## src/design/bounded_deque_top_macros.svh

```systemverilog
// ----------------------------------------------------------------------------
// Assertion macros shared by the bounded deque RTL.
// Both macros sample on the rising edge of clock and are disabled in reset.
// ----------------------------------------------------------------------------
`ifndef BOUNDED_DEQUE_TOP_MACROS_SVH
`define BOUNDED_DEQUE_TOP_MACROS_SVH

// A condition that must hold at every clock edge.
`define BDQ_ASSERT_ALWAYS(lbl, cond, msg) \
   lbl: assert property (@(posedge clock) disable iff (reset) (cond)) else $error(msg);

// A consequence that must hold in the cycle after the antecedent.
`define BDQ_ASSERT_NEXT(lbl, ante, cons, msg) \
   lbl: assert property (@(posedge clock) disable iff (reset) (ante) |=> (cons)) \
      else $error(msg);

`endif

```

## src/design/bdq_pkg.sv

```systemverilog
// ----------------------------------------------------------------------------
// bdq_pkg
// Types and constants shared by the bounded deque modules.
// ----------------------------------------------------------------------------
package bdq_pkg;

   // Storage depth and derived widths.
   localparam int DEPTH  = 16;
   localparam int AW     = (DEPTH > 1) ? $clog2(DEPTH) : 1;
   localparam int CNT_W  = $clog2(DEPTH + 1);
   localparam int SUM_W  = AW + 1;
   localparam int CAP_W  = 5;
   localparam int CMP_W  = (CNT_W > CAP_W) ? CNT_W : CAP_W;
   localparam int WORD_W = 32;

   // Operation codes carried in a request beat.
   typedef enum logic [2:0] {
      KIND_PUSH_FRONT = 3'd0,
      KIND_PUSH_REAR  = 3'd1,
      KIND_POP_FRONT  = 3'd2,
      KIND_POP_REAR   = 3'd3,
      KIND_PEEK_FRONT = 3'd4,
      KIND_PEEK_REAR  = 3'd5
   } kind_type;

   // Status codes carried in a response beat.
   typedef enum logic [1:0] {
      STATUS_OK    = 2'd0,
      STATUS_FULL  = 2'd1,
      STATUS_EMPTY = 2'd2
   } status_type;

   typedef struct packed {
      kind_type                   kind;
      logic signed [WORD_W-1:0]   value;
   } req_type;

   typedef struct packed {
      status_type                 status;
      logic signed [WORD_W-1:0]   value_out;
   } rsp_type;

   // Memory access issued by the controller.
   typedef struct packed {
      logic                wr_en;
      logic [AW-1:0]       wr_addr;
      logic [WORD_W-1:0]   wr_data;
      logic                rd_en;
      logic [AW-1:0]       rd_addr;
   } mem_cmd_type;

   // Result information that is held in a register until the memory read data arrives.
   typedef struct packed {
      logic        valid;
      status_type  status;
      logic        from_mem;
      logic        neg_one;
   } res_info_type;

endpackage

```

## src/design/bdq_mem.sv

```systemverilog
// ----------------------------------------------------------------------------
// bdq_mem
// Word storage of the deque: one write port and one registered read port.
// ----------------------------------------------------------------------------
module bdq_mem import bdq_pkg::*; (
   input  logic                clock,
   input  mem_cmd_type         cmd,
   output logic [WORD_W-1:0]   rd_data
);

   logic [WORD_W-1:0] mem_ff [DEPTH];
   logic [WORD_W-1:0] rd_data_ff;

   // Write port.
   always_ff @(posedge clock) begin
      if (cmd.wr_en) begin
         mem_ff[cmd.wr_addr] <= cmd.wr_data;
      end
   end

   // Registered read port.
   always_ff @(posedge clock) begin
      if (cmd.rd_en) begin
         rd_data_ff <= mem_ff[cmd.rd_addr];
      end
   end

   assign rd_data = rd_data_ff;

endmodule

```

## src/design/bdq_ctrl.sv

```systemverilog
// ----------------------------------------------------------------------------
// bdq_ctrl
// Head pointer, word count and capacity register; decodes each request beat
// into a memory access and the status of its response.
// ----------------------------------------------------------------------------
`include "bounded_deque_top_macros.svh"

module bdq_ctrl import bdq_pkg::*; (
   input  logic               clock,
   input  logic               reset,
   input  logic               accept,
   input  req_type            req,
   input  logic               csr_we,
   input  logic [CAP_W-1:0]   csr_wdata,
   output mem_cmd_type        cmd,
   output res_info_type       res_in
);

   logic [AW-1:0]     head_ff, head_in;
   logic [CNT_W-1:0]  count_ff, count_in;
   logic [CAP_W-1:0]  cap_ff;

   logic [CMP_W-1:0]  eff_cap;
   logic              full;
   logic              empty;
   logic [AW-1:0]     head_dec;
   logic [AW-1:0]     head_inc;
   logic [SUM_W-1:0]  end_sum;
   logic [SUM_W-1:0]  last_sum;
   logic [AW-1:0]     rear_slot;
   logic [AW-1:0]     last_slot;

   // Capacity register, written by the configuration port.
   always_ff @(posedge clock) begin
      if (reset) begin
         cap_ff <= CAP_W'(16);
      end else if (csr_we) begin
         cap_ff <= csr_wdata;
      end
   end

   // Effective capacity is clamped to 1..DEPTH.
   always_comb begin
      if (cap_ff == '0) begin
         eff_cap = CMP_W'(1);
      end else if (CMP_W'(cap_ff) > CMP_W'(DEPTH)) begin
         eff_cap = CMP_W'(DEPTH);
      end else begin
         eff_cap = CMP_W'(cap_ff);
      end
   end

   assign full  = CMP_W'(count_ff) >= eff_cap;
   assign empty = (count_ff == '0);

   // Circular slot arithmetic; every sum stays below twice the depth.
   assign head_dec = (head_ff == '0) ? AW'(DEPTH - 1) : head_ff - AW'(1);
   assign head_inc = (head_ff == AW'(DEPTH - 1)) ? '0 : head_ff + AW'(1);
   assign end_sum  = SUM_W'(head_ff) + SUM_W'(count_ff);
   assign last_sum = end_sum - SUM_W'(1);
   assign rear_slot = (end_sum >= SUM_W'(DEPTH)) ?
                      AW'(end_sum - SUM_W'(DEPTH)) : AW'(end_sum);
   assign last_slot = (last_sum >= SUM_W'(DEPTH)) ?
                      AW'(last_sum - SUM_W'(DEPTH)) : AW'(last_sum);

   // Decode of one request beat.
   always_comb begin
      head_in          = head_ff;
      count_in         = count_ff;
      cmd.wr_en        = 1'b0;
      cmd.wr_addr      = head_dec;
      cmd.wr_data      = req.value;
      cmd.rd_en        = 1'b0;
      cmd.rd_addr      = head_ff;
      res_in.valid     = accept;
      res_in.status    = STATUS_OK;
      res_in.from_mem  = 1'b0;
      res_in.neg_one   = 1'b0;
      if (accept) begin
         unique case (req.kind)
            KIND_PUSH_FRONT: begin
               if (full) begin
                  res_in.status = STATUS_FULL;
               end else begin
                  head_in     = head_dec;
                  count_in    = count_ff + CNT_W'(1);
                  cmd.wr_en   = 1'b1;
                  cmd.wr_addr = head_dec;
               end
            end
            KIND_PUSH_REAR: begin
               if (full) begin
                  res_in.status = STATUS_FULL;
               end else begin
                  count_in    = count_ff + CNT_W'(1);
                  cmd.wr_en   = 1'b1;
                  cmd.wr_addr = rear_slot;
               end
            end
            KIND_POP_FRONT: begin
               if (empty) begin
                  res_in.status = STATUS_EMPTY;
               end else begin
                  head_in  = head_inc;
                  count_in = count_ff - CNT_W'(1);
               end
            end
            KIND_POP_REAR: begin
               if (empty) begin
                  res_in.status = STATUS_EMPTY;
               end else begin
                  count_in = count_ff - CNT_W'(1);
               end
            end
            KIND_PEEK_FRONT: begin
               if (empty) begin
                  res_in.status  = STATUS_EMPTY;
                  res_in.neg_one = 1'b1;
               end else begin
                  cmd.rd_en       = 1'b1;
                  cmd.rd_addr     = head_ff;
                  res_in.from_mem = 1'b1;
               end
            end
            KIND_PEEK_REAR: begin
               if (empty) begin
                  res_in.status  = STATUS_EMPTY;
                  res_in.neg_one = 1'b1;
               end else begin
                  cmd.rd_en       = 1'b1;
                  cmd.rd_addr     = last_slot;
                  res_in.from_mem = 1'b1;
               end
            end
            default: begin
               // Unused operation codes do nothing and report ok.
            end
         endcase
      end
   end

   // Pointer and count registers.
   always_ff @(posedge clock) begin
      if (reset) begin
         head_ff  <= '0;
         count_ff <= '0;
      end else begin
         head_ff  <= head_in;
         count_ff <= count_in;
      end
   end

   `BDQ_ASSERT_ALWAYS(a_count_bound, CMP_W'(count_ff) <= CMP_W'(DEPTH), "count exceeds depth")
   `BDQ_ASSERT_ALWAYS(a_one_access, !(cmd.wr_en && cmd.rd_en), "read and write in one beat")
   `BDQ_ASSERT_NEXT(a_idle_hold, !accept, $stable(count_ff) && $stable(head_ff), "state moved while idle")

endmodule

```

## src/design/bounded_deque_top.sv

```systemverilog
// A response beat appears in the cycle after its request beat is accepted.
// Throughput: one request beat per cycle; busy stays low, since the single
// memory access of each beat and the pointer update both finish in that cycle.
// Reset: synchronous, active high; the deque empties, head returns to zero and
// capacity returns to 16. Stored words are not cleared and need no clearing pass.
// The receiver cannot stall: each response beat shows for exactly one cycle.
// ----------------------------------------------------------------------------
// bounded_deque_top
// Bounded double-ended queue of signed words, kept in a circular buffer.
// ----------------------------------------------------------------------------
`include "bounded_deque_top_macros.svh"

module bounded_deque_top import bdq_pkg::*; (
   input  logic               clock,
   input  logic               reset,
   input  logic               start,
   output logic               busy,
   input  req_type            req_payload,
   output logic               rsp_strobe,
   output rsp_type            rsp_payload,
   input  logic               csr_we,
   input  logic [CAP_W-1:0]   csr_wdata
);

   logic               accept;
   mem_cmd_type        cmd;
   res_info_type       res_in;
   res_info_type       res_ff;
   logic [WORD_W-1:0]  rd_data;

   // The deque never holds a request off.
   assign busy   = 1'b0;
   assign accept = start && !busy;

   bdq_ctrl u_ctrl (
      .clock     (clock),
      .reset     (reset),
      .accept    (accept),
      .req       (req_payload),
      .csr_we    (csr_we),
      .csr_wdata (csr_wdata),
      .cmd       (cmd),
      .res_in    (res_in)
   );

   bdq_mem u_mem (
      .clock   (clock),
      .cmd     (cmd),
      .rd_data (rd_data)
   );

   // Result stage, aligned with the memory read data. Only the valid bit is reset.
   always_ff @(posedge clock) begin
      res_ff.status   <= res_in.status;
      res_ff.from_mem <= res_in.from_mem;
      res_ff.neg_one  <= res_in.neg_one;
      if (reset) begin
         res_ff.valid <= 1'b0;
      end else begin
         res_ff.valid <= res_in.valid;
      end
   end

   // Response beat.
   assign rsp_strobe = res_ff.valid;
   always_comb begin
      rsp_payload.status = res_ff.status;
      if (res_ff.from_mem) begin
         rsp_payload.value_out = rd_data;
      end else if (res_ff.neg_one) begin
         rsp_payload.value_out = '1;
      end else begin
         rsp_payload.value_out = '0;
      end
   end

   `BDQ_ASSERT_NEXT(a_rsp_follows, accept, rsp_strobe, "missing response beat")
   `BDQ_ASSERT_NEXT(a_no_spurious, !accept, !rsp_strobe, "response beat without request")
   `BDQ_ASSERT_ALWAYS(a_src_onehot, $onehot0({res_ff.from_mem, res_ff.neg_one}), "two value sources")

endmodule

```

## config.mk

```make
export PLATFORM = sky130hd
export DESIGN_NAME = bounded_deque_top
export DESIGN_NICKNAME = d
export VERILOG_FILES = /design/src/design/bdq_pkg.sv /design/src/design/bdq_mem.sv /design/src/design/bdq_ctrl.sv /design/src/design/bounded_deque_top.sv
export VERILOG_INCLUDE_DIRS = /design/src /design/src/design
export SDC_FILE = /design/constraint.sdc
export NUM_CORES = 1
export LEC_CHECK = 0
export BUFFER_PORTS_ARGS = -buffer_cell sky130_fd_sc_hd__clkbuf_2
export CAP_MARGIN = 40
export CORE_MARGIN = 3
export CORE_UTILIZATION = 45
export CTS_CLUSTER_SIZE = 28
export DETAILED_ROUTE_END_ITERATION = 6
export GPL_TIMING_DRIVEN = 0
export MAX_ROUTING_LAYER = met4
export PLACE_DENSITY_LB_ADDON = 0.08
export RECOVER_POWER = 100
export REMOVE_ABC_BUFFERS = 1
export SYNTH_ARGS = -nofsm -noshare
export SYNTH_HDL_FRONTEND = slang
export SYNTH_SLANG_ARGS = --single-unit
```

## constraint.sdc

```tcl
create_clock -name clock -period 6.55 [get_ports clock]
set_clock_uncertainty 0.2 [all_clocks]
set_input_delay 1.965 -clock clock [delete_from_list [all_inputs] [get_ports clock]]
set_output_delay 1.965 -clock clock [all_outputs]
set_load 0.02 [all_outputs]
```

### Word-level counts from Yosys, hierarchy flattened

Memories as Yosys holds them, arrays and structs flattened. A register that Yosys moved wholly into a read port is not among the register bits.
Cells that the tools add are included.

* register bits: 19
* bits in latches: 0
* memory bits (writable): 512
* bits in read-only memories: 0
* input port bits: 44
* output and inout bits: 36
* logic and storage cells: 72
* memories kept: 1

Memories
* u_mem.mem_ff: depth 16, width 32, rd ports 1, clocked after Yosys merged registers in 1, write ports 1, RTL line bdq_mem.sv:11 `logic [WORD_W-1:0] mem_ff [DEPTH];`

* add/subtract/negate cells: 8
* multiply operators: 0
* divide/modulo/power cells: 0
* magnitude comparators: 4
* equal/unequal tests: 10
* shift operators: 0
* mux-type cells: 29
* bitwise gates (word level): 0
* reduce and logical (&&, ||, !) cells: 13

Operators by type and width (count)
* two-way mux 32 bit: 2
* two-way mux 5 bit: 10
* case mux 5 bit (2 select lines): 3
* two-way mux 4 bit: 6
* subtractor 4 x 1 -> 4 bit, second input constant: 3
* >= comparator 5 bit, second input constant: 2
* zero test 5 bit: 2
* subtractor 5 x 1 -> 5 bit, second input constant: 2
* inequality test 2 bit, second input constant: 4
* case mux 4 bit (2 select lines): 1
* AND reduction 4 bit: 2
* equality test 3 x 2 -> 1 bit, second input constant: 2
* equality test 3 bit, second input constant: 2
* OR reduction 2 bit: 3
* adder 4 x 5 -> 5 bit: 1
* adder 5 x 1 -> 5 bit, second input constant: 1
* >= comparator 5 bit: 1
* > comparator 5 bit, second input constant: 1
* two-way mux 1 bit: 5
* adder 4 x 1 -> 4 bit, second input constant: 1
* equality test 4 bit, second input constant: 1
* zero test 4 bit: 1
* case mux 2 bit (2 select lines): 1
* nonzero test 2 bit: 2
* 5 further kinds: 5

### Longest topological paths before layout

Gate-level depths: netlist of the first run.

* depth after elaboration: 9
* depth in mapped cells: 11

### Cells and area by module

A second synthesis of the first run with hierarchy kept.

* cell total of the unflattened synthesis: 1088
* area total of the unflattened synthesis: 22494.1 µm²

Modules (own cells, without submodules)
* bdq_mem: times used 1, cells an instance 838, area each 20155.6 µm²
* bdq_ctrl: times used 1, cells an instance 201, area each 1646.6 µm²
* bounded_deque_top: times used 1, cells an instance 49, area each 691.9 µm²

### Worst setup path before layout of the first run

No wires, ideal clock.

* path kind: input to register
* from: input port req_payload[32] in the netlist's numbering
* to: memory u_mem.mem_ff[11][0] (enable)
* setup time: 0.421 ns
* arrival: 4.579 ns
* data required time: 5.929 ns
* path slack: 1.350 ns
* stages: 7
* path buffers: 1
* cells stage by stage: buf_2 -> inv_1 -> o211ai_1 -> o21ai_0 -> or4_1 -> or2_2 -> nor2_1

* word-level cells in the longest chain between the ends: 5

RTL lines
* start: declaration: RTL line bounded_deque_top.sv:18 `input req_type req_payload,`
* equality test 3 x 1 -> 1 bit or zero test 3 bit (tied branches): RTL line bdq_ctrl.sv:80 `unique case (req.kind)`
* case mux 5 bit (2 select lines) (*): RTL line bdq_ctrl.sv:80
* two-way mux 5 bit (*): RTL line bdq_ctrl.sv:79 `if (accept) begin`
* two-way mux 1 bit: RTL line bdq_mem.sv:16 `if (cmd.wr_en) begin`
* two-way mux 1 bit (not written as such): RTL line bdq_mem.sv:17 `mem_ff[cmd.wr_addr] <= cmd.wr_data;`
* end: declaration: RTL line bdq_mem.sv:11

Every way passes the cells marked *; elsewhere a longest branch is shown, timed or not.

### Final worst setup path of the first run

* from: input port req_payload[34] in the netlist's numbering
* to: register u_mem.rd_data_ff[20] (netlist: u_mem.rd_data[20]), read port of u_mem.mem_ff (data pin)

* word-level cells in the longest chain between the ends: 3

RTL lines
* equality test 3 bit: RTL line bdq_ctrl.sv:80
* case mux 5 bit (2 select lines) (*): RTL line bdq_ctrl.sv:80
* two-way mux 5 bit (*): RTL line bdq_ctrl.sv:79
* end: declaration: RTL line bdq_mem.sv:12 `logic [WORD_W-1:0] rd_data_ff;`

Marked as above.
A chain may end at the register's enable or synchronous reset.

==> impl_metrics.tcl, run 1 <==
set metrics [dict create \
    status "finished, violations left" \
    violations "max-capacitance violations, max-slew violations" \
    grt_max_degree 35 \
    grt_pass1_vias 13400 \
    cts_tree "yes" \
    finalCritPeriodShare_pct 85.5 \
    fillers 4161 \
    hold_violations 0 \
    fin_crit_ns 5.60 \
    antenna_left 0 \
    synth.top_cell.area_share_pct 70.4 \
    clk_latency_ns 0.62 \
    worst_setup_path_start_kind "input pin" \
    power_density_mw_per_mm2 290 \
    gr-total-overflow 0 \
    synthFlopType "edfxtp_1" \
    wl_mm 58.7 \
    max_clock_freq_ghz 0.179 \
    vias_per_cell 5.81 \
    critPathMaxFanout 19 \
    dp_hpwl_mm 37.2 \
    timing.hold.ws_ns 0.306 \
    cts.path.max_buffers 3 \
    fp.dieArea_sq_mm 0.0543 \
    syn_inst 1416 \
    vias 13000 \
    port_buffers 78 \
    avgRoutedWirePerCell_um 26.2 \
    synth.distinct_cells 58 \
    relSlewSlack_pct -55.3 \
    critPathKind "in -> reg" \
    synth_seq_cells 563 \
    path_clk_slew_ns 0.06 \
    postCtsSetupRepairBufs 0 \
    die_w_um 233 \
    synth_area_sq_mm 0.0232 \
    finalWeightedCongestion 0.747 \
    drt-pass1-iter-count 7 \
    place_ws_ns 1.03 \
    cts_max_level 2 \
    grt_usage_pct 22.5 \
    setup_ws_ns 0.951 \
    core_area_sq_mm 0.0506 \
    async_flop_share_pct 0 \
    root_buffer "clkbuf_16" \
    rsz0062_at_grt "false" \
    ios 80 \
    fp.dieH_um 233 \
    final_nets 1581 \
    maxCapViolations 19 \
    drive_gt1_share_pct 16.5 \
    required_ns 6.77 \
    setup_viol 0 \
    ir_worst_vdd_mv 0.244 \
    p_leak_uw 0.00965 \
    grt_pass1_wl_mm 87.3 \
    cp_data_arrival_time_ns 5.82 \
    clock_sinks 563 \
    ys_top_cells_by_count "edfxtp_1 (544), nand2_1 (137), mux2_2 (89)" \
    holdBufCountCts 0 \
    ys_seq_area_share_pct 72.0 \
    synth_edf_count 544 \
    synth_area_leaders "edfxtp_1 (70%), mux2_2 (4.3%), mux2i_1 (3.3%)" \
    drtIter0Drc 1003 \
    yosysTopAreaCell "edfxtp_1" \
    rows 82 \
    ys_warn_count 0 \
    start_util_pct 45.9 \
    area_growth_pct 16.5 \
    drc_errors 0 \
    reg2reg_depth 9 \
    endpoint_kind "register" \
    grt_antenna_before_repair 3 \
    drv_slew 298 \
    post_cts_resized 0 \
    tightestPinTransition_ns 2.32 \
    numCtsBuffers 59 \
    min_path_type "reg -> reg" \
    yosysMostFrequentCell "edfxtp_1" \
    hold-path-cell-count 2 \
    avgSynthCellArea_sq_um 16.4 \
]
[cell families after synthesis]
family                     synth area share (%)
adders and majority gates                 0.981
xor gates and xnor gates                  0.561
other                                    0.0162
buffers and inverters                      3.02
AOI/OAI and AO/OA                          10.2
and+or+nand+nor                            3.59
DFF                                        72.0
muxes                                      9.63
[path summary, 6_finish.rpt]
check	endpoint	slack, ns	startpoint
max	u_mem.rd_data[20]$_DFFE_PP_	0.95	req_payload[34]
min	u_ctrl.cap_ff[0]$_SDFFE_PP0P_	0.31	u_ctrl.cap_ff[0]$_SDFFE_PP0P_
max reg2reg	u_mem.mem_ff[2][4]$_DFFE_PP_	1.32	u_ctrl.head_ff[0]$_SDFFE_PP0P_
min reg2reg	u_ctrl.cap_ff[0]$_SDFFE_PP0P_	0.31	u_ctrl.cap_ff[0]$_SDFFE_PP0P_
[flip-flops by register name, indices dropped and copies added, names as in the netlist]
signal	cells
res_ff	2
rsp_payload	2
rsp_strobe	1
u_ctrl.cap_ff	5
u_ctrl.count_ff	5
u_ctrl.head_ff	4
u_mem.mem_ff	512
u_mem.rd_data	32
[final cells by class]
cell class	instances	area, sq um	share of cell area [%]
flip-flops and latches	563	16700	61.8
multi-input cells	712	5880	21.8
repair buffers	136	1540	5.70
clock buffers	68	1530	5.67
well taps	672	841	3.11
clock inverters	40	334	1.24
inverters	48	180	0.667
diodes	3	7.51	0.0278
[worst max-delay path, stage by stage]
cell and delay [ns]:
clkbuf_1 0.24, and3b_1 0.28, o2111ai_1 1.06, buf_16 0.57, o21ai_4 0.30, buf_12 0.28, buf_12 0.20, buf_16 0.19
mux2i_1 0.10, a2111o_1 0.44, o32ai_1 0.14
[stage by stage]
stage	TNS (ns)	cell area (sq um)	total power (uW)	cells	util [%]
after floorplan	-159.01	22700	4410	1323	-
after global placement	-844.65	23900	4650	2073	47.3
after detailed placement	0	25500	4690	2131	50.4
after global routing	0	27000	8080	2242	53.4
final	0	27000	7840	2242	53.4
after CTS	0	27400	7930	2239	54.1
[metal layers]
layer | vias to the layer above | track usage [%] | wire (um)
met5 | - | - | 0
met4 | 0 | 5.12 | 1140
met3 | 96 | 3.61 | 2850
met2 | 331 | 35.0 | 27900
met1 | 6746 | 31.4 | 26900
li1 | 5859 | - | -
[cell usage in the layout, fill, tap and decap left out, types with 10 or more instances in the layout]
master | Yosys | layout
a2111o_1 | 33 | 33
a21oi_1 | 12 | 11
a32o_1 | 32 | 32
buf_12 | 0 | 19
buf_16 | 0 | 26
clkbuf_1 | 35 | 81
clkbuf_16 | 0 | 60
clkbuf_2 | 0 | 10
clkinv_1 | 1 | 14
clkinv_2 | 0 | 17
dfxtp_1 | 19 | 18
edfxtp_1 | 544 | 544
ha_1 | 15 | 15
inv_1 | 46 | 46
mux2_1 | 42 | 43
mux2_2 | 89 | 88
mux2i_1 | 76 | 75
nand2_1 | 137 | 137
nor2_1 | 38 | 35
o211a_1 | 32 | 32
o211ai_1 | 35 | 35
o22ai_1 | 64 | 64
o32ai_1 | 33 | 32
[report_power, final]
| group | switching [uW] | leakage (uW) | internal, uW |
|---|---|---|---|
| logic | 354 | 0.00367 | 229 |
| registers | 18.7 | 0.00505 | 3990 |
| clock network | 1380 | 0.000927 | 1860 |
| total | 1760 | 0.00965 | 6080 |
Note: power is estimated with default switching activity, not from simulation.
==> run 2: changes to the inputs <==
--- a/config.mk
+++ b/config.mk
@@ -15,7 +15,7 @@
 export GPL_TIMING_DRIVEN = 0
 export MAX_ROUTING_LAYER = met4
 export PLACE_DENSITY_LB_ADDON = 0.08
-export RECOVER_POWER = 100
+export RECOVER_POWER = 25
 export REMOVE_ABC_BUFFERS = 1
 export SYNTH_ARGS = -nofsm -noshare
 export SYNTH_HDL_FRONTEND = slang
==> run 2 against run 1 <==
  * The run now ends clean
  * Sequential cell count stayed put
  * Worst hold slack better by 0.0011 ns
  * Die area stayed put
  * Register-to-register slack better by 0.56 ns
  * Final cell count stayed put
  * Clock power hardly changed
  * Sequential share of layout area is 0.71 points lower
  * Count of clock-buffer cells in the layout stayed put
  * Utilization is 0.63 points higher
  * Critical path type unchanged
  * Highest routed layer unchanged
==> impl_metrics.tcl, run 2 (synthesis gave the netlist of run 1 again) <==
set metrics [dict create \
    drtIter0Drc 1012 \
    rows 82 \
    swShare_pct 22.5 \
    layout_common_cells "edfxtp_1 (544), nand2_1 (137), mux2_2 (89), mux2i_1 (75), o22ai_1 (64)" \
    holdBufCountCts 0 \
    endpoint_kind "register" \
    start_util_pct 45.9 \
    grt_antenna_before_repair 3 \
    numCtsBuffers 59 \
    worst_setup_path_start_kind "input pin" \
    setup_tns_ns 0 \
    finalCritPeriodShare_pct 74.4 \
    postCtsSetupRepairBufs 0 \
    grt_usage_pct 22.5 \
    relSlewSlack_pct 39.6 \
    cp_data_arrival_time_ns 5.00 \
    clock_sinks 563 \
    fin_crit_ns 4.87 \
    rsz0062_at_grt "false" \
    cts_max_level 2 \
    post_cts_resized 0 \
    largest_reg_flops 512 \
    avgRoutedWirePerCell_um 26.2 \
    setup_viol 0 \
    ff_latch_area_sq_mm 0.0167 \
    drt-pass1-iter-count 7 \
    multiInputGateArea_sq_mm 0.00604 \
    vias 13000 \
    critPathMaxFanout 17 \
    area_growth_pct 17.8 \
    gr-total-overflow 0 \
    antenna_left 0 \
    wl_mm 58.6 \
    vias_per_cell 5.82 \
    critPathKind "in -> reg" \
    root_buffer "clkbuf_16" \
    ios 80 \
    cts.path.max_buffers 3 \
    internal-power_uw 6090 \
    tightestPinTransition_ns 0.899 \
    power_uw 7860 \
    ir_worst_vdd_mv 0.244 \
    fillers 4102 \
    fp.dieArea_sq_mm 0.0543 \
    layout_commonest_cell "edfxtp_1" \
    maxCapViolations 0 \
    dp_hpwl_mm 37.2 \
    status "finished, final reports clean" \
    comb_power_share_pct 7.7 \
    clk_latency_ns 0.62 \
    final_nets 1581 \
    path_clk_slew_ns 0.06 \
    die_w_um 233 \
    clkPwrFrac_pct 41.4 \
    fp.dieH_um 233 \
    min_path_type "reg -> reg" \
    required_ns 6.68 \
    p_sw_uw 1770 \
    core_area_sq_mm 0.0506 \
    regMostFlops "u_mem.mem_ff" \
    p_leak_uw 0.00985 \
    drive_gt1_share_pct 21.1 \
    max_clock_freq_ghz 0.205 \
    cts_tree "yes" \
    finalWeightedCongestion 0.747 \
    grt_max_degree 35 \
    port_buffers 78 \
    drv_slew 0 \
    power_density_mw_per_mm2 287 \
    grt_pass1_wl_mm 87.3 \
    p_seq_share_pct 51.0 \
    grt_pass1_vias 13400 \
    hold_violations 0 \
    drc_errors 0 \
]
==> run 2: final cells by class <==
class                           instances  share of cell area (%)
Tap cell                              672                    3.07
Clock buffer                           68                    5.60
Timing Repair Buffer                  136                    6.19
Sequential cell                       563                    61.1
Multi-Input combinational cell        712                    22.1
Inverter                               48                   0.659
Clock inverter                         40                    1.22
Antenna cell                            3                  0.0274
==> run 2: stage by stage <==
stage	util [%]	setup WS (ns)	hold slack, ns	area (sq um)	cells
floorplan	-	-4.98	0.261	22700	1323
global placement	47.3	-11.64	0.288	23900	2073
detailed placement	50.4	1.03	0.294	25500	2131
CTS	54.1	1.68	0.313	27400	2239
global route	54.1	1.51	0.368	27300	2242
finish	54.1	1.68	0.307	27300	2242
==> run 2: worst paths after layout <==
path / start / end / slack, ns / depth (start not counted)
setup / recovery: req_payload[33] / u_mem.rd_data[17]$_DFFE_PP_ / 1.68 / 13
hold / removal: u_ctrl.cap_ff[0]$_SDFFE_PP0P_ / u_ctrl.cap_ff[0]$_SDFFE_PP0P_ / 0.31 / 2
setup reg to reg: u_ctrl.head_ff[0]$_SDFFE_PP0P_ / u_mem.rd_data[17]$_DFFE_PP_ / 1.88 / 13
hold reg to reg: u_ctrl.cap_ff[0]$_SDFFE_PP0P_ / u_ctrl.cap_ff[0]$_SDFFE_PP0P_ / 0.31 / 2
==> run 2: routing by layer <==
layer  vias up  part of all wire, %  track usage, %  wire length [um]
met3        93                  5.4            3.61              3170
met5         -                    0               -                 0
met2       362                   47            35.0             27800
met1      6724                   45            31.4             26600
met4         0                  1.9            5.12              1130
li1       5862                    -               -                 -
==> run 2: power groups by stage <==
stage / sequential, uW / combinational, uW / clock (uW)
2_1_floorplan: 4080 / 335 / 0
3_3_place_gp: 4090 / 562 / 0
3_5_place_dp: 4080 / 609 / 0
4_1_cts: 4010 / 611 / 3310
5_1_grt: 4010 / 649 / 3440
6_report: 4010 / 602 / 3250
==> run 2: critical path, stage by stage <==
cell and delay (ns):
clkbuf_2 0.15, nand3b_4 0.23, a211oi_4 0.26, buf_8 0.21, buf_16 0.18, mux2i_4 0.57, buf_16 0.24, buf_16 0.18
buf_16 0.18, buf_8 0.17, mux2_1 0.33, o22ai_1 0.18, o32ai_1 0.12
==> run 3: changes to the inputs <==
--- a/config.mk
+++ b/config.mk
@@ -6,6 +6,7 @@
 export SDC_FILE = /design/constraint.sdc
 export NUM_CORES = 1
 export LEC_CHECK = 0
+export ABC_AREA = 1
 export BUFFER_PORTS_ARGS = -buffer_cell sky130_fd_sc_hd__clkbuf_2
 export CAP_MARGIN = 40
 export CORE_MARGIN = 3
==> constraint.sdc (replaced) <==
create_clock -name clock -period 4.55 [get_ports clock]
set_clock_uncertainty 0.2 [all_clocks]
set_input_delay 1.365 -clock clock [delete_from_list [all_inputs] [get_ports clock]]
set_output_delay 1.365 -clock clock [all_outputs]
set_load 0.02 [all_outputs]
==> run 3 against run 2 <==
  * Count of clock-buffer cells in the layout up 11
  * Via count grew 31%
  * Worst setup slack lost 1.5 ns
  * Global-route usage is 0.38 points higher
  * Final cell count up 50%
  * Sequential power grew 44%
  * Critical endpoint is now u_mem.rd_data[23]$_DFFE_PP_
  * Wire length increased by 11%
  * Power rose by 44%
  * Highest routed layer unchanged
  * Synthesized cell count is 77% higher
  * Non-clock buffer count down 8
  * Worst hold slack improved by 0.032 ns
  * First-iteration DRC count rose by 28%
==> impl_metrics.tcl, run 3 <==
set metrics [dict create \
    cts_max_level 2 \
    drc_errors 0 \
    synth_area_leaders "edfxtp_1 (65%), nand3_1 (12%), inv_1 (8.1%)" \
    async_flop_share_pct 0 \
    wl_mm 65.3 \
    core_area_sq_mm 0.0553 \
    avgRoutedWirePerCell_um 19.4 \
    regMostFlops "u_mem.mem_ff" \
    required_ns 4.70 \
    critPathTopFamily "simple AND/OR/NAND/NOR gates" \
    path_clk_slew_ns 0.06 \
    fillers 4919 \
    grt_pass1_wl_mm 99.3 \
    post_cts_resized 0 \
    final_util_pct 52.7 \
    die_w_um 243 \
    fp.dieH_um 243 \
    ir_worst_vdd_mv 0.312 \
    met2WireLength_mm 30.7 \
    synth_seq_cells 563 \
    worst_setup_path_start_kind "input pin" \
    drt-pass1-iter-count 5 \
    avgSynthCellArea_sq_um 10.1 \
    reg2reg_depth 14 \
    hold_violations 0 \
    root_buffer "clkbuf_16" \
    grt_max_degree 112 \
    layout_commonest_cell "nand3_1" \
    cts_tree "yes" \
    crit_path_max_incr_delay_ns 0.52 \
    grt_antenna_before_repair 2 \
    largest_reg_flops 512 \
    yosysTopAreaCell "edfxtp_1" \
    cp.buffers_inverters 4 \
    fin_crit_ns 4.39 \
    path_cells "clkbuf_2 > inv_2 > nand3_1 > nor2_4 > nand3_4 > buf_16 > nand2_8 > buf_16 > nand2_1 > nand3_1 > nand3_1 > nand3_1 > nand2_1" \
    start_util_pct 45.7 \
    max_clock_freq_ghz 0.228 \
    tightestPinTransition_ns 0.926 \
    ys_top_cells_by_count "nand3_1 (630), inv_1 (546), edfxtp_1 (544)" \
    syn_inst 2507 \
    endpoint_kind "register" \
    drv_slew 0 \
    final_nets 2626 \
    gr-total-overflow 0 \
    postCtsSetupRepairBufs 0 \
    grt_usage_pct 22.8 \
    drive_gt1_share_pct 8.36 \
    maxCapViolations 0 \
    p_leak_uw 0.0125 \
    vias_per_cell 5.09 \
    min_path_type "reg -> reg" \
    power_density_mw_per_mm2 389 \
    layout_common_cells "nand3_1 (629), inv_1 (546), edfxtp_1 (544), nand2_1 (499), clkbuf_16 (61)" \
    critical_path_depth 13 \
    antenna_left 0 \
    synthFlopType "edfxtp_1" \
    relSlewSlack_pct 38.1 \
    slowest_stage "nand3_4" \
    cp_data_arrival_time_ns 4.54 \
    fp.dieArea_sq_mm 0.0590 \
    rsz0062_at_grt "false" \
    hold-path-cell-count 2 \
    clk_latency_ns 0.62 \
    dr_wl_met3_mm 3.49 \
    ios 80 \
    clock_sinks 563 \
    power_uw 11300 \
    ys_seq_area_share_pct 66.2 \
    status "finished, final reports clean" \
    critPathKind "in -> reg" \
    vias 17100 \
    synth_area_sq_mm 0.0253 \
    yosysMostFrequentCell "nand3_1" \
    rows 86 \
    critPathMaxFanout 111 \
    final_cells 3357 \
    top_layer_used "met4" \
    grt_pass1_vias 16600 \
    area_growth_pct 15.4 \
    finalCritPeriodShare_pct 96.5 \
    synth_edf_count 544 \
    cts.path.max_buffers 3 \
    dp_hpwl_mm 38.1 \
    holdBufCountCts 0 \
    ys_warn_count 0 \
    finalWeightedCongestion 0.775 \
    numCtsBuffers 60 \
    dpl.cell_count 3251 \
    synth.top_cell.area_share_pct 64.7 \
    drtIter0Drc 1296 \
    setup_viol 0 \
    wl_met1_mm 29.2 \
    port_buffers 78 \
    path_common_cell "nand3_1" \
    synth.distinct_cells 27 \
]
-- run 3: cell types whose count changed after synthesis, moves of 35 or more --
cell	previous run	this run
mux2_1	42	0
nand2_1	137	502
buf_2	32	88
o22ai_1	64	0
nand3_1	3	630
mux2_2	89	0
mux2i_1	76	0
o211ai_1	35	0
inv_1	46	546
-- run 3: power breakdown --
group	switching, uW	internal, uW
sequential	29.2	5760
combinational	758	339
clock	1920	2540
-- run 3: layout make-up --
type	instances	area [sq um]	area share, %
sequential	563	16700	57.4
multi-input combinational	1262	6050	20.8
inverter	550	2070	7.09
timing repair buffer	128	1610	5.51
clock buffer	79	1590	5.47
tap	748	936	3.21
clock inverter	25	161	0.554
antenna	2	5.00	0.0172
-- run 3: worst paths after layout --
path,from,end,slack (ns)
max,req_payload[33],u_mem.rd_data[23]$_DFFE_PP_,0.16
min,u_ctrl.cap_ff[3]$_SDFFE_PP0P_,u_ctrl.cap_ff[3]$_SDFFE_PP0P_,0.34
max reg2reg,u_ctrl.cap_ff[0]$_SDFFE_PP0P_,u_mem.mem_ff[10][9]$_DFFE_PP_,0.56
min reg2reg,u_ctrl.cap_ff[3]$_SDFFE_PP0P_,u_ctrl.cap_ff[3]$_SDFFE_PP0P_,0.34
-- run 3: kinds of logic after synthesis --
family | Yosys count | share of synthesized area (%)
fa+ha+maj | 17 | 0.902
other cells | 1 | 0.0149
compound gates | 38 | 0.753
flops | 563 | 66.2
xor+xnor | 8 | 0.277
buf+inv | 682 | 10.7
simple gates | 1198 | 21.1
-- run 3: metrics by stage --
stage               hold WS [ns]  TNS (ns)  cell area, sq um  worst slack, ns
floorplan                  0.286    -73.41             24600            -2.30
global placement           0.314  -1315.53             25900            -8.83
detailed placement         0.324     -6.57             27400           -0.365
CTS                        0.346         0             29200            0.285
global route               0.396         0             29100           0.0210
finish                     0.339         0             29100            0.159
-- run 3: worst register-to-register path, delay by kind of cell (launching register included) --
kind / cells / cell delay, ns
buf+inv: 2 / 0.34
flops: 1 / 0.33
compound gates: 2 / 0.59
simple gates: 9 / 1.92
fa+ha+maj: 1 / 0.27
-- run 3: layer usage --
layer / GRT usage (%) / up-vias
met5: - / -
met4: 7.82 / 0
met3: 3.05 / 148
met2: 36.3 / 481
met1: 30.4 / 8192
li1: - / 8277
